$ cat config.mk
export PLATFORM = sky130hd
export DESIGN_NAME = bu2x_emit_flat
export DESIGN_NICKNAME = d
export VERILOG_FILES = /design/src/hdl/bu2x_pkg.sv /design/src/hdl/bu2x_if.sv /design/src/hdl/bu2x_emit.sv /design/src/flat_wrapper.sv
export VERILOG_INCLUDE_DIRS = /design/src /design/src/hdl
export SDC_FILE = /design/constraint.sdc
export NUM_CORES = 1
export LEC_CHECK = 0
export BUFFER_PORTS_ARGS = -buffer_cell sky130_fd_sc_hd__buf_4
export CAP_MARGIN = 10
export CORE_UTILIZATION = 45
export CTS_CLUSTER_DIAMETER = 60
export CTS_CLUSTER_SIZE = 8
export DETAILED_ROUTE_END_ITERATION = 7
export PLACE_DENSITY = 0.71
export RECOVER_POWER = 25
export SLEW_MARGIN = 10
export SYNTH_ARGS = -nofsm -noshare
export SYNTH_HDL_FRONTEND = slang
export SYNTH_SLANG_ARGS = --single-unit
$ cat constraint.sdc
create_clock -name clk -period 2.54 [get_ports clk]
set_input_delay 0.254 -clock clk [delete_from_list [all_inputs] [get_ports clk]]
set_output_delay 0.254 -clock clk [all_outputs]
set_load 0.01 [all_outputs]
$ cat src/hdl/bilinear_upscale_2x_defines.svh
// Assertion macros shared by the bilinear 2x upscaler RTL.
// Expects signals clk and rst_n in the scope of each use.
`ifndef BILINEAR_UPSCALE_2X_DEFINES_SVH
`define BILINEAR_UPSCALE_2X_DEFINES_SVH

// Same-cycle implication, checked outside of reset.
`define BU2X_ASSERT_IMPL(label, ante, cons, msg) \
  label: assert property (@(posedge clk) disable iff (!rst_n) (ante) |-> (cons)) \
    else $error(msg);

// Next-cycle implication, checked outside of reset.
`define BU2X_ASSERT_NEXT(label, ante, cons, msg) \
  label: assert property (@(posedge clk) disable iff (!rst_n) (ante) |=> (cons)) \
    else $error(msg);

`endif

$ cat src/hdl/bu2x_pkg.sv
// Package of the bilinear 2x upscaler: widths, register indexes, job struct
// and the channel-wise pixel mean. No dependencies.
package bu2x_pkg;

  localparam int MAX_WIDTH  = 2048;
  localparam int MAX_HEIGHT = 4096;
  localparam int PIX_W      = 24;
  localparam int COL_W      = $clog2(MAX_WIDTH);
  localparam int ROW_W      = 12;
  localparam int WREG_W     = 12;
  localparam int HREG_W     = 13;
  localparam int OROW_W     = 13;
  localparam int OCOL_W     = 12;
  localparam int CFG_IDX_W  = 2;
  localparam int CFG_DATA_W = 13;
  localparam int N_SLOT     = 12;
  localparam int SLOT_W     = $clog2(N_SLOT);

  typedef logic [PIX_W-1:0] pix_t;

  typedef enum logic [CFG_IDX_W-1:0] {
    CFG_IMAGE_WIDTH  = 2'd0,
    CFG_IMAGE_HEIGHT = 2'd1
  } cfg_reg_t;

  // Row selects inside one item's result slots.
  typedef enum logic [1:0] {
    ROW_ABOVE = 2'd0,
    ROW_EVEN  = 2'd1,
    ROW_BELOW = 2'd2
  } row_sel_t;

  // Everything the output sequencer needs for one input item.
  typedef struct packed {
    logic [N_SLOT-1:0] mask;
    logic [ROW_W-1:0]  row;
    logic [COL_W-1:0]  col;
    logic              frame_end;
    pix_t              above_p0;
    pix_t              above_p1;
    pix_t              above_q;
    pix_t              even_p0;
    pix_t              even_p1;
    pix_t              even_q;
  } job_t;

  // Truncated mean of two pixels, channel by channel.
  function automatic pix_t mean_px(pix_t a, pix_t b);
    logic [8:0] s;
    pix_t       m;
    m = '0;
    for (int ch = 0; ch < 3; ch++) begin
      s = {1'b0, a[8*ch +: 8]} + {1'b0, b[8*ch +: 8]};
      m[8*ch +: 8] = s[8:1];
    end
    return m;
  endfunction

endpackage

$ cat src/hdl/bu2x_if.sv


interface bu2x_out_if;
  logic                         valid;
  logic                         ready;
  logic [bu2x_pkg::OROW_W-1:0]  out_row;
  logic [bu2x_pkg::OCOL_W-1:0]  out_col;
  logic [bu2x_pkg::PIX_W-1:0]   pixel_out;
  logic                         run_last;
  logic                         frame_done;

  modport source (output valid, output out_row, output out_col, output pixel_out,
                  output run_last, output frame_done, input ready);
  modport sink   (input valid, input out_row, input out_col, input pixel_out,
                  input run_last, input frame_done, output ready);
endinterface

$ cat src/hdl/bu2x_emit.sv
// Output sequencer of the bilinear 2x upscaler: holds one item's job and hands out
// its results one per cycle while out_pix is ready. Depends on bu2x_pkg and bu2x_out_if.
`include "bilinear_upscale_2x_defines.svh"

module bu2x_emit (
  input  logic              clk,
  input  logic              rst_n,
  input  logic              load,
  input  bu2x_pkg::job_t    job,
  output logic              can_load,
  bu2x_out_if.source        out_pix
);
  import bu2x_pkg::*;

  logic [N_SLOT-1:0] mask_r, mask_nxt;
  job_t              job_r;
  logic [N_SLOT-1:0] first_bit;
  logic [N_SLOT-1:0] rest;
  logic [SLOT_W-1:0] slot;
  logic              out_fire;
  row_sel_t          row_sel;
  logic [1:0]        col_sel;
  logic [OROW_W-1:0] row_base;
  logic [OCOL_W-1:0] col_base;

  // Lowest pending slot goes out first; the rest wait.
  always_comb begin
    first_bit = mask_r & (~mask_r + N_SLOT'(1));
    rest      = mask_r & ~first_bit;
    slot      = '0;
    for (int i = 0; i < N_SLOT; i++) begin
      slot = slot | (first_bit[i] ? SLOT_W'(i) : SLOT_W'(0));
    end
  end

  assign out_fire = out_pix.valid && out_pix.ready;
  assign can_load = (mask_r == '0) || (out_fire && (rest == '0));

  // Slot bookkeeping.
  always_comb begin
    mask_nxt = mask_r;
    if (load) begin
      mask_nxt = job.mask;
    end else if (out_fire) begin
      mask_nxt = rest;
    end
  end

  always_ff @(posedge clk) begin
    if (!rst_n) begin
      mask_r <= '0;
    end else begin
      mask_r <= mask_nxt;
    end
  end

  // Job payload needs no reset.
  always_ff @(posedge clk) begin
    if (load) begin
      job_r <= job;
    end
  end

  // Decode the slot into output row, column and pixel.
  assign row_sel  = row_sel_t'(slot[3:2]);
  assign col_sel  = slot[1:0];
  assign row_base = {job_r.row, 1'b0};
  assign col_base = {job_r.col, 1'b0};

  always_comb begin
    unique case (row_sel)
      ROW_ABOVE: out_pix.out_row = row_base - OROW_W'(1);
      ROW_EVEN:  out_pix.out_row = row_base;
      ROW_BELOW: out_pix.out_row = row_base + OROW_W'(1);
      default:   out_pix.out_row = row_base;
    endcase
    unique case (col_sel)
      2'd0:    out_pix.out_col = col_base - OCOL_W'(2);
      2'd1:    out_pix.out_col = col_base - OCOL_W'(1);
      2'd2:    out_pix.out_col = col_base;
      default: out_pix.out_col = col_base + OCOL_W'(1);
    endcase
    if (row_sel == ROW_ABOVE) begin
      unique case (col_sel)
        2'd0:    out_pix.pixel_out = job_r.above_p0;
        2'd1:    out_pix.pixel_out = job_r.above_p1;
        default: out_pix.pixel_out = job_r.above_q;
      endcase
    end else begin
      unique case (col_sel)
        2'd0:    out_pix.pixel_out = job_r.even_p0;
        2'd1:    out_pix.pixel_out = job_r.even_p1;
        default: out_pix.pixel_out = job_r.even_q;
      endcase
    end
  end

  assign out_pix.valid      = (mask_r != '0);
  assign out_pix.run_last   = (rest == '0);
  assign out_pix.frame_done = (rest == '0) && job_r.frame_end;

  // Checks on the sequencer.
  `BU2X_ASSERT_IMPL(a_frame_on_run_end, out_pix.valid && out_pix.frame_done, out_pix.run_last, "frame_done without run_last")
  `BU2X_ASSERT_NEXT(a_run_continues, out_fire && !out_pix.run_last, out_pix.valid, "item results cut short")
  `BU2X_ASSERT_IMPL(a_load_when_free, load, can_load, "job loaded over pending results")

endmodule

$ cat src/flat_wrapper.sv
// flat-port wrapper written by rule: the top's interface ports become plain ports
module bu2x_emit_flat import bu2x_pkg::*;
  (clk, rst_n, load, job, can_load, out_pix_valid, out_pix_out_row, out_pix_out_col, out_pix_pixel_out, out_pix_run_last, out_pix_frame_done, out_pix_ready);
  bu2x_out_if out_pix_i ();
  input  logic clk;
  input  logic rst_n;
  input  logic load;
  input  bu2x_pkg::job_t job;
  output logic can_load;
  output wire logic [$bits(out_pix_i.valid)-1:0] out_pix_valid;
  output wire logic [$bits(out_pix_i.out_row)-1:0] out_pix_out_row;
  output wire logic [$bits(out_pix_i.out_col)-1:0] out_pix_out_col;
  output wire logic [$bits(out_pix_i.pixel_out)-1:0] out_pix_pixel_out;
  output wire logic [$bits(out_pix_i.run_last)-1:0] out_pix_run_last;
  output wire logic [$bits(out_pix_i.frame_done)-1:0] out_pix_frame_done;
  input wire logic [$bits(out_pix_i.ready)-1:0] out_pix_ready;
  assign out_pix_valid = out_pix_i.valid;
  assign out_pix_out_row = out_pix_i.out_row;
  assign out_pix_out_col = out_pix_i.out_col;
  assign out_pix_pixel_out = out_pix_i.pixel_out;
  assign out_pix_run_last = out_pix_i.run_last;
  assign out_pix_frame_done = out_pix_i.frame_done;
  assign out_pix_i.ready = out_pix_ready;
  bu2x_emit u_core (.clk(clk), .rst_n(rst_n), .load(load), .job(job), .can_load(can_load), .out_pix(out_pix_i));
endmodule
==> impl_results.md <==
* Synth cell count leaders: edfxtp_1 (168), nor3_1 (54), a21o_1 (45), nor4b_1 (44), nand2_1 (26)
* Register area share after synthesis at 0.675
* DRC viols at 0
* Worst R2R Setup Slack at 450 ps
* Most frequent cell after synthesis: edfxtp_1
* Via-per-instance ratio at around 5.8
* Worst Setup End Kind: primary output
* Area grow syn2layout at 83.1%
* Number of port buffers at ~240
* Die Ht at about 130 um
* Failing checks: setup timing
* Netlist cell types at 54
* Share of layout cells above drive strength 1 at 0.487
* Post-DRT Antenna Nets at 0
* CTS max path bufs at 2
* Worst Hold Class: primary input to register
* # clock sinks at 180
* Die W at between 100 and 150 um
* Final wirelength at about 32000 um
* Max-slew violations at 0
* CTS Root Cell: clkbuf_16
* Yosys top cell by area: edfxtp_1
* DP HPWL at between 10000 and 15000 um
* Mean Syn Cell Area at about 14 um^2
* Mapped Nets at ~760
* Crit Path Category: register to primary output
* GP Congestion at about 0.9
* Hold Vio Cnt, Final at 0
* Peak VDD IR at ~0.00057 V
* Synth Flop Type: edfxtp_1
* DP Worst Slack at -53.7 ps
* DR WL/cell at 24.6 um
* Period utilisation layout at 1.19
* Final Skew at between 4 and 5 ps
* Outcome: finished, violations left
* Max Clock Freq at about 330 MHz
* Largest net degree at the start of global routing at 80
* YS warnings at 0
* Synthesized instance count at between 500 and 600
* Area of placed instances at 10200 um^2
* CTS clk-pin slew, worst paths at 70 ps
* Initial antenna violation count at 1
* Max Fanout on Critical Path at 10
* Setup_tns at -12800 ps
* CTS H-Tree Depth at 4
* Total GRT Usage at 0.312
* CTS tree: built
* First-pass GRT wire length at roughly 41000 um
* Worst EP arrival at 2770 ps
* Congestion Overflow GR at 0
* Std cell rows at 47
* Worst skew pair latency at between 400 and 500 ps
* RSZ-0062 raised after global routing: yes
* Worst EP required at approximately 2300 ps
* Initial Util at 0.467
* Die area at between 15000 and 20000 um^2
* Area contributors post-synth: edfxtp_1 (64%), nor4b_1 (4.9%), a21o_1 (4.3%)
* Pre-Repair DR Iteration Count at 5
* Post-synth EDFFs at between 150 and 200
* PD cells at ~650 nW/um^2
* Async SR Flop Fraction at 0
* Crit path time final at approximately 3000 ps
* Slack of the critical path at -483 ps
* Slew @ Worst Pin at a little over 700 ps
* Vias at roughly 7500
* Synth Cell Area at approximately 7800 um^2
* # IOs at ~240
* Iter 0 DRT Violations at 700
* P_leak at about 6 nW
* Design Area, Final at around 14000 um^2
* Total of max-cap violations at 0
* Slew Limit Headroom at 0.515
* CTS Buf Count at 17
* Worst Setup Start Kind: register
* Post-layout nets at between 1000 and 1500
* Final setup violation count at 45
* Vias in the first global route at approximately 7800
* Seq cells post-synth at 180
* CORE AREA at 16800 um^2
* Top-area cell type share of the netlist area at 0.644
* Fillers at between 700 and 800
[power by group]
part	leakage [nW]	switching [W]	internal, W
logic	3.79	0.00144	0.00155
registers	1.75	0.000145	0.00350
clock network	0.290	0.00131	0.00141
[cell families after synthesis]
group	count (synthesis)	share of synthesized area
AO/OA/AOI/OAI	137	0.122
XOR/XNOR	18	0.0201
adder cells (fa/ha/maj)	3	0.00447
buffers and inverters	44	0.0326
flip-flops	180	0.675
AND/OR/NAND/NOR	189	0.146
[metal layers]
metal / vias to the layer above / wire length, um / track usage
met1: 3692 / 11200 / 0.336
met3: 119 / 2240 / 0.0699
met4: 0 / 1570 / 0.186
met5: - / 0 / 0
met2: 467 / 16800 / 0.558
li1: 3237 / - / -
[flip-flops by register name (all words and copies together), names as in the netlist]
register         cells
u_core.job_r       157
u_core.col_base     11
u_core.mask_r       12
[worst max-delay path, stage by stage (launching register included)]
cell	delay [ps]
dfxtp_1	500
nor3_2	100
nand2_2	160
o22ai_4	150
buf_12	190
buf_12	140
nor4b_4	360
o22ai_2	230
a211oi_4	310
buf_4	180
[path summary, 6_finish.rpt]
kind | start | end | cells past startpoint
worst min-delay path | job[119] | u_core.job_r[119] | 1
worst max register to register | u_core.mask_r[2] | u_core.mask_r[11] | 6
worst max-delay path | u_core.mask_r[9] | out_pix_pixel_out[6] | 9
worst min register to register | u_core.mask_r[3] | u_core.mask_r[3] | 3
[timing repair]
| item | 4_1_cts | 5_1_grt |
|---|---|---|
| cloned | 5 | 5 |
| resized for setup | 127 | 113 |
| setup endpoints to repair | 45 | 48 |
| hold buffers | 166 | 0 |
| setup buffers | 18 | 25 |
| pin swaps | 12 | 38 |
| hold endpoints to repair | 166 | 0 |
[per-stage QoR]
step | power [W] | std cells | util | hold WS, ps
6_report | 0.00936 | 1292 | 0.856 | 60.9
5_1_grt | 0.00960 | 1292 | 0.856 | 38.2
4_1_cts | 0.00864 | 1261 | 0.798 | 4.14
3_5_place_dp | 0.00542 | 1040 | 0.608 | 433
3_3_place_gp | 0.00539 | 1040 | 0.608 | 432
2_1_floorplan | 0.00450 | 571 | - | 353
[placed cells by master (no fill, tap or decap), types with 8 or more instances in the layout]
master | Yosys | routed
clkbuf_16 | 0 | 21
buf_4 | 5 | 196
nor2_1 | 18 | 10
clkbuf_4 | 0 | 86
nand2_1 | 26 | 22
and2_1 | 12 | 11
nor4b_4 | 0 | 29
o22ai_2 | 0 | 13
nor3_4 | 0 | 8
nor3_1 | 54 | 27
edfxtp_1 | 168 | 168
dlygate4sd3_1 | 0 | 166
a21o_1 | 45 | 44
nor4b_2 | 0 | 14
inv_1 | 9 | 9
xor2_1 | 12 | 12
a211oi_2 | 0 | 17
buf_12 | 0 | 19
buf_6 | 8 | 22
o22ai_1 | 24 | 9
o21ai_0 | 18 | 16
nor3_2 | 1 | 20
[final cells by class]
| cell class | instances | area (um^2) | share of cell area |
|---|---|---|---|
| diodes | 1 | 2.50 | 0.000175 |
| clock buffers | 18 | 429 | 0.0299 |
| clock inverters | 14 | 166 | 0.0116 |
| inverters | 10 | 37.5 | 0.00262 |
| multi-input cells | 348 | 3480 | 0.243 |
| flip-flops and latches | 180 | 5310 | 0.370 |
| well taps | 220 | 275 | 0.0192 |
| repair buffers | 501 | 4640 | 0.324 |
(Power assumes the default switching activity.)
